File: config.mk
export PLATFORM = sky130hd
export DESIGN_NAME = id_record_validator
export DESIGN_NICKNAME = d
export VERILOG_FILES = /design/src/rtl/core/irv_pkg.sv /design/src/rtl/core/irv_ctrl.sv /design/src/rtl/core/irv_dp.sv /design/src/rtl/core/id_record_validator.sv
export SDC_FILE = /design/constraint.sdc
export NUM_CORES = 1
export LEC_CHECK = 0
export BUFFER_PORTS_ARGS = -buffer_cell sky130_fd_sc_hd__buf_2
export CELL_PAD_IN_SITES_DETAIL_PLACEMENT = 0
export CELL_PAD_IN_SITES_GLOBAL_PLACEMENT = 2
export CORE_ASPECT_RATIO = 0.8
export CORE_MARGIN = 2
export CORE_UTILIZATION = 39
export CTS_BUF_LIST = sky130_fd_sc_hd__clkbuf_16
export DETAILED_ROUTE_END_ITERATION = 7
export HOLD_SLACK_MARGIN = 0.08
export PLACE_DENSITY_LB_ADDON = 0.3
export SYNTH_ARGS = -nofsm -noshare
export SYNTH_HDL_FRONTEND = slang
export SYNTH_SLANG_ARGS = --single-unit
export TNS_END_PERCENT = 30
File: constraint.sdc
create_clock -name clk -period 2.6 [get_ports clk]
set_clock_uncertainty 0.2 [all_clocks]
set_input_delay 0.52 -clock clk [delete_from_list [all_inputs] [get_ports clk]]
set_output_delay 0.52 -clock clk [all_outputs]
set_load 0.02 [all_outputs]
File: src/rtl/core/irv_pkg.sv
package irv_pkg;

	localparam int RECORD_LENGTH = 32;
	localparam int SERIAL_LENGTH = 16;
	localparam int MAX_EMIT      = 16;
	localparam int EMIT_COUNT    = (SERIAL_LENGTH < MAX_EMIT) ? SERIAL_LENGTH : MAX_EMIT;

	localparam int POS_W   = $clog2(RECORD_LENGTH);
	localparam int SIDX_W  = $clog2(EMIT_COUNT);
	localparam int IDX_W   = 4;
	localparam int MASK_W  = 64;

	localparam logic [7:0] MAGIC0   = 8'h5A;
	localparam logic [7:0] MAGIC1   = 8'hC5;
	localparam logic [7:0] CRC_POLY = 8'h07;

	localparam logic [IDX_W-1:0] EMIT_LAST = IDX_W'(EMIT_COUNT - 1);

	typedef enum logic [2:0] {
		ST_OK        = 3'd0,
		ST_BUS_ERR   = 3'd1,
		ST_BAD_MAGIC = 3'd2,
		ST_BAD_CRC   = 3'd3,
		ST_UNSUP_REV = 3'd4
	} status_t;

	// Controller to datapath
	typedef struct packed {
		logic             take;
		logic             emit;
		logic [IDX_W-1:0] idx;
	} irv_cmd_t;

	// Datapath to controller
	typedef struct packed {
		logic report_now;
		logic good_end;
	} irv_sts_t;

	// CRC-8, MSB first, no reflection
	function automatic logic [7:0] crc8_step(input logic [7:0] crc, input logic [7:0] b);
		logic [7:0] v;
		v = crc ^ b;
		for (int k = 0; k < 8; k++) begin
			v = v[7] ? ((v << 1) ^ CRC_POLY) : (v << 1);
		end
		return v;
	endfunction

endpackage

File: src/rtl/core/irv_ctrl.sv
module irv_ctrl (
	input  logic              clk,
	input  logic              arst_n,
	input  logic              in_valid,
	output logic              in_ready,
	output logic              out_valid,
	input  logic              out_ready,
	input  irv_pkg::irv_sts_t sts,
	output irv_pkg::irv_cmd_t cmd
);
	import irv_pkg::*;

	typedef enum logic {
		S_RUN,
		S_EMIT
	} state_t;

	state_t           state_q;
	logic             out_valid_q;
	logic [IDX_W-1:0] idx_q;
	logic             out_free;

	assign out_free  = !out_valid_q || out_ready;
	assign in_ready  = (state_q == S_RUN) && out_free;
	assign out_valid = out_valid_q;

	assign cmd.take = in_valid && in_ready;
	assign cmd.emit = (state_q == S_EMIT) && out_free;
	assign cmd.idx  = idx_q;

	always_ff @(posedge clk or negedge arst_n) begin
		if (!arst_n) begin
			state_q     <= S_RUN;
			out_valid_q <= 1'b0;
			idx_q       <= '0;
		end else begin
			if ((cmd.take && sts.report_now) || cmd.emit) out_valid_q <= 1'b1;
			else if (out_ready)                          out_valid_q <= 1'b0;
			unique case (state_q)
				S_RUN: begin
					if (cmd.take && sts.good_end) begin
						state_q <= S_EMIT;
						idx_q   <= '0;
					end
				end
				S_EMIT: begin
					if (cmd.emit) begin
						idx_q <= idx_q + 1'b1;
						if (idx_q == EMIT_LAST) state_q <= S_RUN;
					end
				end
				default: state_q <= S_RUN;
			endcase
		end
	end

endmodule

File: src/rtl/core/irv_dp.sv
module irv_dp (
	input  logic                      clk,
	input  logic                      arst_n,
	input  logic                      cfg_wr_en,
	input  logic [irv_pkg::MASK_W-1:0] cfg_wr_data,
	input  logic [7:0]                data_byte,
	input  logic                      read_error,
	input  irv_pkg::irv_cmd_t         cmd,
	output irv_pkg::irv_sts_t         sts,
	output logic [2:0]                status,
	output logic [7:0]                revision,
	output logic [7:0]                serial_byte,
	output logic [irv_pkg::IDX_W-1:0] serial_index,
	output logic                      last
);
	import irv_pkg::*;

	logic [MASK_W-1:0] mask_q;
	logic [POS_W-1:0]  pos_q;
	logic [7:0]        crc_q;
	logic              magic_q;
	logic [7:0]        rev_seen_q;
	logic [7:0]        store_q [EMIT_COUNT];

	status_t           st_q;
	logic [7:0]        rev_q;
	logic [7:0]        ser_q;
	logic [IDX_W-1:0]  idx_q;
	logic              last_q;

	logic              final_byte;
	logic [POS_W-1:0]  soff;
	logic              in_serial;
	logic              magic_byte_ok;
	logic              rev_ok;
	status_t           chk;

	assign final_byte = (pos_q == POS_W'(RECORD_LENGTH - 1));
	assign soff       = pos_q - POS_W'(3);
	assign in_serial  = (pos_q >= POS_W'(3)) && ({1'b0, soff} < (POS_W + 1)'(EMIT_COUNT));

	always_comb begin
		magic_byte_ok = 1'b1;
		if (pos_q == POS_W'(0) && data_byte != MAGIC0) magic_byte_ok = 1'b0;
		if (pos_q == POS_W'(1) && data_byte != MAGIC1) magic_byte_ok = 1'b0;
	end

	assign rev_ok = (rev_seen_q[7:6] == 2'b00) && mask_q[rev_seen_q[5:0]];

	// Check order: magic, then CRC, then revision
	always_comb begin
		if (!magic_q)                chk = ST_BAD_MAGIC;
		else if (data_byte != crc_q) chk = ST_BAD_CRC;
		else if (!rev_ok)            chk = ST_UNSUP_REV;
		else                         chk = ST_OK;
	end

	assign sts.report_now = read_error || (final_byte && chk != ST_OK);
	assign sts.good_end   = !read_error && final_byte && chk == ST_OK;

	always_ff @(posedge clk or negedge arst_n) begin
		if (!arst_n) begin
			mask_q     <= '0;
			pos_q      <= '0;
			crc_q      <= '0;
			magic_q    <= 1'b1;
			rev_seen_q <= '0;
		end else begin
			if (cfg_wr_en) mask_q <= cfg_wr_data;
			if (cmd.take) begin
				if (read_error || final_byte) begin
					pos_q   <= '0;
					crc_q   <= '0;
					magic_q <= 1'b1;
				end else begin
					pos_q   <= pos_q + 1'b1;
					crc_q   <= crc8_step(crc_q, data_byte);
					magic_q <= magic_q && magic_byte_ok;
					if (pos_q == POS_W'(2)) rev_seen_q <= data_byte;
				end
			end
		end
	end

	// Serial store and result register
	always_ff @(posedge clk) begin
		if (cmd.take && !read_error && in_serial) store_q[soff[SIDX_W-1:0]] <= data_byte;
		if (cmd.take && read_error) begin
			st_q   <= ST_BUS_ERR;
			rev_q  <= '0;
			ser_q  <= '0;
			idx_q  <= '0;
			last_q <= 1'b1;
		end else if (cmd.take && final_byte && chk != ST_OK) begin
			st_q   <= chk;
			rev_q  <= '0;
			ser_q  <= '0;
			idx_q  <= '0;
			last_q <= 1'b1;
		end else if (cmd.emit) begin
			st_q   <= ST_OK;
			rev_q  <= rev_seen_q;
			ser_q  <= (cmd.idx == EMIT_LAST) ? 8'h00 : store_q[cmd.idx[SIDX_W-1:0]];
			idx_q  <= cmd.idx;
			last_q <= (cmd.idx == EMIT_LAST);
		end
	end

	assign status       = st_q;
	assign revision     = rev_q;
	assign serial_byte  = ser_q;
	assign serial_index = idx_q;
	assign last         = last_q;

endmodule

File: src/rtl/core/id_record_validator.sv
// Channel   | Handshake            | Payload
// ----------+----------------------+-------------------------------------------
// input     | in_valid / in_ready  | data_byte, read_error
// output    | out_valid / out_ready| status, revision, serial_byte,
//           |                      | serial_index, last
// config    | cfg_wr_en            | cfg_wr_data (supported revision bitmap)
//
// Record bytes are taken at one per cycle while the result register is free.
// After a good final byte, input stalls until all EMIT_COUNT serial bytes (16 by default)
// have left the single result register, one per cycle unless output backpressure holds
// them; errors cost one result and no input stall.
// arst_n clears the controller, record state and bitmap; the serial store is not cleared.
// Downstream stalls hold the result register and drop in_ready.
module id_record_validator (
	input  logic                       clk,
	input  logic                       arst_n,
	input  logic                       cfg_wr_en,
	input  logic [irv_pkg::MASK_W-1:0] cfg_wr_data,
	input  logic                       in_valid,
	output logic                       in_ready,
	input  logic [7:0]                 data_byte,
	input  logic                       read_error,
	output logic                       out_valid,
	input  logic                       out_ready,
	output logic [2:0]                 status,
	output logic [7:0]                 revision,
	output logic [7:0]                 serial_byte,
	output logic [irv_pkg::IDX_W-1:0]  serial_index,
	output logic                       last
);
	import irv_pkg::*;

	irv_cmd_t cmd;
	irv_sts_t sts;

	// Sequence the record and the serial emission
	irv_ctrl u_ctrl (
		.clk       (clk),
		.arst_n    (arst_n),
		.in_valid  (in_valid),
		.in_ready  (in_ready),
		.out_valid (out_valid),
		.out_ready (out_ready),
		.sts       (sts),
		.cmd       (cmd)
	);

	// Hold the CRC, magic check, revision, serial store and result register
	irv_dp u_dp (
		.clk          (clk),
		.arst_n       (arst_n),
		.cfg_wr_en    (cfg_wr_en),
		.cfg_wr_data  (cfg_wr_data),
		.data_byte    (data_byte),
		.read_error   (read_error),
		.cmd          (cmd),
		.sts          (sts),
		.status       (status),
		.revision     (revision),
		.serial_byte  (serial_byte),
		.serial_index (serial_index),
		.last         (last)
	);

endmodule

==> qor.yml, run 1 <==
synth:
  synth-edff-count: 128
  ys.flop_type: "edfxtp_1"
  avgSynthCellArea_um2: 15.28
  async_reset_ff_frac: 0.3770
  synth.most_common_cell: "edfxtp_1"
  synth_top_area_frac: 0.3647
  synthTopCellsByArea: "edfxtp_1 (36%), dfrtp_1 (22%), mux4_2 (8.8%)"
  syn-num-nets: 777
  yosys-top-cells-count: "edfxtp_1 (128), dfrtp_1 (91), mux2_2 (71), nand2_1 (70), mux4_2 (41)"
  ys_ff_latch: 244
  netlist_area_mm2: 0.01054
  ys_seq_area_frac: 0.6288
  ys_types: 52
  syn_inst: 690
  yosys_warnings: 0
  synth_area_leader_cell: "edfxtp_1"
timing:
  min_period_over_period: 0.9974
  fin_tns_setup_ns: 0
  slew_violations: 0
  hold_slack_ns: 0.1180
  rsz0062_at_grt: "yes"
  max_freq_ghz: 0.3856
  tightestPinTransition_ns: 0.7150
  period_needed_ns: 2.593
  finalHoldViolCount: 0
  slew_headroom: 0.5234
  setup_viol: 0
floorplan:
  floorplan.rows: 53
  ios: 104
  start_util: 0.3994
  core-area_mm2: 0.02639
  die_w_um: 187.8
  die_y_um: 151.0
  die_area_mm2: 0.02837
critical_path:
  cp-start-kind: "flop"
  r2r_slack_ns: 0.007
  worst-r2r-cell-count: 10
  r2r_start: "u_dp.rev_seen_q[1]"
  path_buf_inv: 4
  crit_slowest_cell: "mux4_2"
  cpMostUsedCell: "buf_12"
  cp_cell_sequence: "buf_12 -> buf_12 -> mux4_2 -> mux2i_2 -> a311oi_2 -> a22oi_2 -> buf_6 -> o31a_4 -> clkbuf_16 -> a21oi_2"
  path_delay_family: "multiplexers"
  slowest_delay_ns: 0.51
  critPathKind: "flop to flop"
  end_kind: "flop"
  reg2reg_to: "u_dp.serial_index[3]"
  crit_path_max_fanout: 10
  worstPathArrival_ns: 2.82
  required_ns: 2.82
power:
  power_density_mw_per_mm2: 788.3
  leakage_nw: 5.174
  ir_drop_mv: 0.5908
global_routing:
  grt_antenna_before_repair: 0
  grt_overflow: 0
  grt_pass1_wl_um: 40320
  track_usage: 0.1857
  grt_start_max_net_pins: 65
  grt_pass1_vias: 7007
cells_and_area:
  area_growth_pct: 29.42
  finalNonFillerCells: 1297
  diodes: 0
  final_nets: 1007
  finalInstanceArea_mm2: 0.01364
  fin_util: 0.5168
  drive_above_1_share: 0.3968
clock_tree:
  cts-root-buf: "clkbuf_16"
  tritoncts: "yes"
  cts_buffer_depth: 3
  cts_max_level: 1
  cts.sinks: 244
  clkTransAtPathRegs_ns: 0.06
  clk_latency_ns: 0.53
  cts_buffers: 27
detailed_routing:
  routed-via-count: 6663
  route.detailed.drc: 0
  drt_iter0_drc: 369
  viasPerCell: 5.137
  detail-route-antenna-nets: 0
  routedWlPerCell_um: 20.31
  drt-pass1-iter-count: 4
  drt_wl_total_um: 26340
min_path:
  min_path_type: "input pin to flop"
  min_to: "u_dp.status[1]"
  hold_depth: 2
  hold_start: "read_error"
placement:
  io_buffers: 103
  postPlaceCellArea_mm2: 0.01187
  place_congestion: 0.7981
  placed_cells: 1177
  hpwl_um: 17650
run_status:
  status: "completed"
run:
  cap_violations: 0
## power by group
part	switching, W	internal [W]
combinational	0.00109	0.00119
sequential	0.000253	0.00431
clock	0.00153	0.00238
total	0.00287	0.00788
## repair_timing
action / in CTS / in global routing
cloned: 0 / 2
pin swaps: 1 / 6
buffers inserted: 0 / 4
hold endpoints to repair: 109 / 0
resized for setup: 1 / 34
hold buffers: 66 / 0
endpoints found under the setup margin: 18 / 27
## how the worst max path moves through the flow
stage                                   from              endpoint  depth (start not counted)
after floorplan                u_dp.pos_q[0]    u_dp.store_q[3][0]                          7
after global placement          data_byte[3]       u_ctrl.idx_q[1]                         11
after detailed placement        data_byte[3]       u_ctrl.idx_q[1]                         11
after CTS                 u_dp.rev_seen_q[2]             u_dp.last                          8
after global routing      u_dp.rev_seen_q[2]             u_dp.last                          8
final                     u_dp.rev_seen_q[1]  u_dp.serial_index[3]                         10
## registers in the layout (all words and copies together), names as in the netlist
| name | flops |
|---|---|
| u_dp.serial_byte | 8 |
| u_dp.magic_q | 1 |
| u_dp.revision | 8 |
| u_dp.status | 3 |
| u_dp.store_q | 128 |
| u_ctrl.state_q | 1 |
| u_dp.last | 1 |
| u_dp.crc_q | 8 |
| u_ctrl.out_valid | 1 |
| u_dp.rev_seen_q | 8 |
| u_dp.serial_index | 4 |
| u_dp.pos_q | 5 |
| u_ctrl.idx_q | 4 |
| u_dp.mask_q | 64 |
## routing by layer
metal | share of wire | vias to the layer above | wire length (um) | track usage
met1 | 0.47 | 3391 | 12350 | 0.2691
li1 | - | 3052 | - | -
met5 | 0 | - | 0 | 0
met4 | 0.018 | 0 | 487 | 0.04055
met3 | 0.050 | 38 | 1310 | 0.03058
met2 | 0.46 | 182 | 12190 | 0.2970
## placed cells by master (no fill, tap or decap), types with 5 or more instances in the layout
cell	Yosys	final
nor2b_1	10	9
nor2_1	33	32
mux2i_1	23	18
inv_1	7	8
buf_12	3	9
xor2_1	7	7
edfxtp_1	128	128
bufinv_16	0	5
mux2_2	71	71
a21oi_2	20	18
nand3_1	6	6
a21oi_1	9	7
a22oi_2	1	6
a22oi_1	11	6
dfxtp_1	24	24
dfrtp_1	91	89
clkbuf_16	0	29
buf_2	4	102
mux4_2	41	44
buf_4	3	56
clkinv_1	0	9
nand2_1	70	70
nor3_1	6	6
ha_1	9	9
nand2b_1	5	5
dlygate4sd3_1	0	66
o21ai_0	19	18
xnor2_1	17	17
## layout make-up
class	count	area (um2)
Multi-Input combinational cell	402	3775
Sequential cell	244	6630
Clock buffer	27	675.6
Clock inverter	22	231.5
Fill cell	2261	12750
Inverter	7	26.28
Tap cell	357	446.7
Timing Repair Buffer	238	1856
## through the flow
stage | total power (W) | setup WS, ns
final | 0.01075 | 0.006839
after global routing | 0.01120 | -0.09941
after CTS | 0.01059 | 0.001950
after detailed placement | 0.006533 | -0.07771
after global placement | 0.006491 | -0.04331
after floorplan | 0.005825 | 0.03840
## kinds of logic after synthesis
group                      Yosys count  share of synthesized area
AOI/OAI and AO/OA                   80                    0.05627
xor gates and xnor gates            24                    0.01994
adders and majority gates            9                    0.01068
buffers and inverters               44                    0.02327
DFF                                244                     0.6288
muxes                              140                     0.1978
and+or+nand+nor                    149                    0.06327
Note: power is estimated with default switching activity, not from simulation.
==> inputs of run 2 (changes only) <==
--- a/config.mk
+++ b/config.mk
@@ -14,7 +14,7 @@
 export CTS_BUF_LIST = sky130_fd_sc_hd__clkbuf_16
 export DETAILED_ROUTE_END_ITERATION = 7
 export HOLD_SLACK_MARGIN = 0.08
-export PLACE_DENSITY_LB_ADDON = 0.3
+export PLACE_DENSITY_LB_ADDON = 0.2
 export SYNTH_ARGS = -nofsm -noshare
 export SYNTH_HDL_FRONTEND = slang
 export SYNTH_SLANG_ARGS = --single-unit
==> qor.yml, run 2 (same netlist as run 1, synthesis figures left out) <==
run_status:
  status: "completed"  # unchanged
detailed_routing:
  viasPerCell: 5.087  # was 5.137
  drt-pass1-iter-count: 4  # unchanged
  routed-via-count: 6542  # was 6663
  detail-route-antenna-nets: 0  # unchanged
  drt_iter0_drc: 402  # was 369
  route.detailed.drc: 0  # unchanged
  drt_wl_total_um: 25420  # was 26340 um
  routedWlPerCell_um: 19.77  # was 20.31 um
placement:
  placed_cells: 1176  # was 1177
  place_ws_ns: -0.2541  # was -0.07771 ns
  io_buffers: 103  # unchanged
  place_congestion: 0.7950  # was 0.7981
  hpwl_um: 17610  # was 17650 um
cells_and_area:
  drive_above_1_share: 0.3767  # was 0.3968
  final_cell_mix: "edfxtp_1 (128), buf_2 (102), dfrtp_1 (90), mux2_2 (71), nand2_1 (69)"  # was edfxtp_1 (128), buf_2 (102), dfrtp_1 (89), mux2_2 (71), nand2_1 (70)
  final_nets: 999  # was 1007
  layout_commonest_cell: "edfxtp_1"  # unchanged
  diodes: 0  # unchanged
  fin_util: 0.5070  # was 0.5168
  largest_reg_flops: 128  # unchanged
  area_growth_pct: 26.95  # was 29.42%
  finalNonFillerCells: 1286  # was 1297
power:
  swShare: 0.2645  # was 0.2668
  p_switching_w: 0.002707  # was 0.002869 W
  combinationalPowerShare: 0.204  # was 0.212
  leakage_nw: 5.105  # was 5.174 nW
  clkPwrFrac: 0.352  # was 0.363
  ir_drop_mv: 0.4670  # was 0.5908 mV
  total_power_w: 0.01023  # was 0.01075 W
  seq_power_share: 0.445  # was 0.425
  p_int_w: 0.007527  # was 0.007884 W
  power_density_mw_per_mm2: 764.9  # was 788.3 mW/mm2
timing:
  slew_headroom: 0.5517  # was 0.5234
  max_freq_ghz: 0.3965  # was 0.3856 GHz
  setup_viol: 0  # unchanged
  tightestPinTransition_ns: 0.6708  # was 0.7150 ns
  slew_violations: 0  # unchanged
  min_period_over_period: 0.9701  # was 0.9974
  rsz0062_at_grt: "yes"  # unchanged
  period_needed_ns: 2.522  # was 2.593 ns
  finalHoldViolCount: 0  # unchanged
  fin_ws_ns: 0.07785  # was 0.006839 ns
critical_path:
  end_kind: "flop"  # unchanged
  required_ns: 2.80  # was 2.82 ns
  cp_cell_sequence: "buf_12 -> buf_12 -> mux2i_1 -> a22oi_1 -> a21oi_1 -> buf_4 -> nor3_4 -> a22oi_2 -> o31a_4 -> a211o_1"  # was buf_12 -> buf_12 -> mux4_2 -> mux2i_2 -> a311oi_2 -> a22oi_2 -> buf_6 -> o31a_4 -> clkbuf_16 -> a21oi_2
  cp-start-kind: "flop"  # unchanged
  crit_path_max_fanout: 12  # was 10
  critPathKind: "flop to flop"  # unchanged
  slowest_delay_ns: 0.40  # was 0.51 ns
  crit_slowest_cell: "dfrtp_1"  # was mux4_2
  cpMostUsedCell: "buf_12"  # unchanged
  path_delay_family: "compound AO/OA/AOI/OAI gates"  # was multiplexers
  path_buf_inv: 3  # was 4
  worstPathArrival_ns: 2.72  # was 2.82 ns
min_path:
  min_path_type: "input pin to flop"  # unchanged
clock_tree:
  cts.sinks: 244  # unchanged
  cts_buffer_depth: 3  # unchanged
  cts_max_level: 1  # unchanged
  post_cts_buffers: 0  # unchanged
  clk_latency_ns: 0.52  # was 0.53 ns
  tritoncts: "yes"  # unchanged
  cts_buffers: 25  # was 27
  cts-root-buf: "clkbuf_16"  # unchanged
  clkTransAtPathRegs_ns: 0.06  # about the same
global_routing:
  grt_antenna_before_repair: 0  # unchanged
  track_usage: 0.1815  # was 0.1857
  grt_pass1_wl_um: 39490  # was 40320 um
  grt_start_max_net_pins: 46  # was 65
  grt_overflow: 0  # unchanged
  grt_pass1_vias: 6926  # was 7007
floorplan:
  floorplan.rows: 53  # unchanged
  start_util: 0.3994  # unchanged
  die_w_um: 187.8  # unchanged
  die_y_um: 151.0  # unchanged
  ios: 104  # unchanged
  core-area_mm2: 0.02639  # unchanged
  die_area_mm2: 0.02837  # unchanged
run:
  cap_violations: 0  # unchanged
-- run 2: changes by cell type in the layout (fill, tap and decap cells not counted), moves of 4 or more --
cell / before / now
mux2i_2: 4 / 0
a22oi_1: 6 / 11
clkinv_1: 9 / 4
a21oi_4: 4 / 0
a22oi_2: 6 / 1
mux2i_1: 18 / 23
-- run 2: tightest hold or removal path, cell delays in order --
cell,delay (ns)
buf_2,0.14
o311ai_1,0.09
nand2_1,0.06
-- run 2: final cells by class --
| cell class | instances | area, um2 |
|---|---|---|
| Fill cell | 2257 | 13010 |
| Sequential cell | 244 | 6629 |
| Multi-Input combinational cell | 402 | 3709 |
| Timing Repair Buffer | 232 | 1754 |
| Clock buffer | 25 | 625.6 |
| Tap cell | 357 | 446.7 |
| Clock inverter | 19 | 190.2 |
| Inverter | 7 | 26.28 |
-- run 2: final timing paths --
check / slack [ns] / start / cells after the start / end
min in group asynchronous: 0.33 / arst_n / 2 / u_dp.mask_q[32]
min reg2reg: 0.27 / u_dp.serial_index[0] / 2 / u_dp.serial_index[0]
max reg2reg: 0.08 / u_dp.rev_seen_q[1] / 10 / u_dp.last
max: 0.08 / u_dp.rev_seen_q[1] / 10 / u_dp.last
min: 0.13 / in_valid / 3 / u_ctrl.out_valid
max in group asynchronous: 1.11 / arst_n / 3 / u_dp.mask_q[29]
-- run 2: power groups by stage --
stage / Clock, W / Combinational, W / Sequential, W
final: 0.00360 / 0.00209 / 0.00455
after detailed placement: 0 / 0.00197 / 0.00462
after floorplan: 0 / 0.00132 / 0.00451
after CTS: 0.00368 / 0.00206 / 0.00455
after global placement: 0 / 0.00195 / 0.00462
after global routing: 0.00383 / 0.00228 / 0.00459
-- run 2: layer usage --
metal  routed length [um]  track usage  up-vias
li1                     -            -     3030
met1                12020       0.2624     3343
met2                11810       0.2928      137
met3                 1180      0.02943       32
met4                  416      0.03701        0
met5                    0            0        -
-- run 2: per-stage QoR --
| stage | instance area, um2 | setup TNS [ns] | hold slack, ns |
|---|---|---|---|
| floorplan | 10540 | 0 | 0.02441 |
| global placement | 11850 | -2.292 | 0.2562 |
| detailed placement | 11850 | -2.263 | 0.2635 |
| CTS | 13320 | 0 | 0.1200 |
| global route | 13380 | -0.04899 | 0.1257 |
| finish | 13380 | 0 | 0.1334 |
-- run 2: repair_timing --
item                                    CTS  global route
endpoints found under the hold margin    96             0
hold buffers                             65             0
endpoints found under the setup margin    1            33
gates resized for setup                   1             8
pin swaps                                 0             3
gates cloned                              0             1
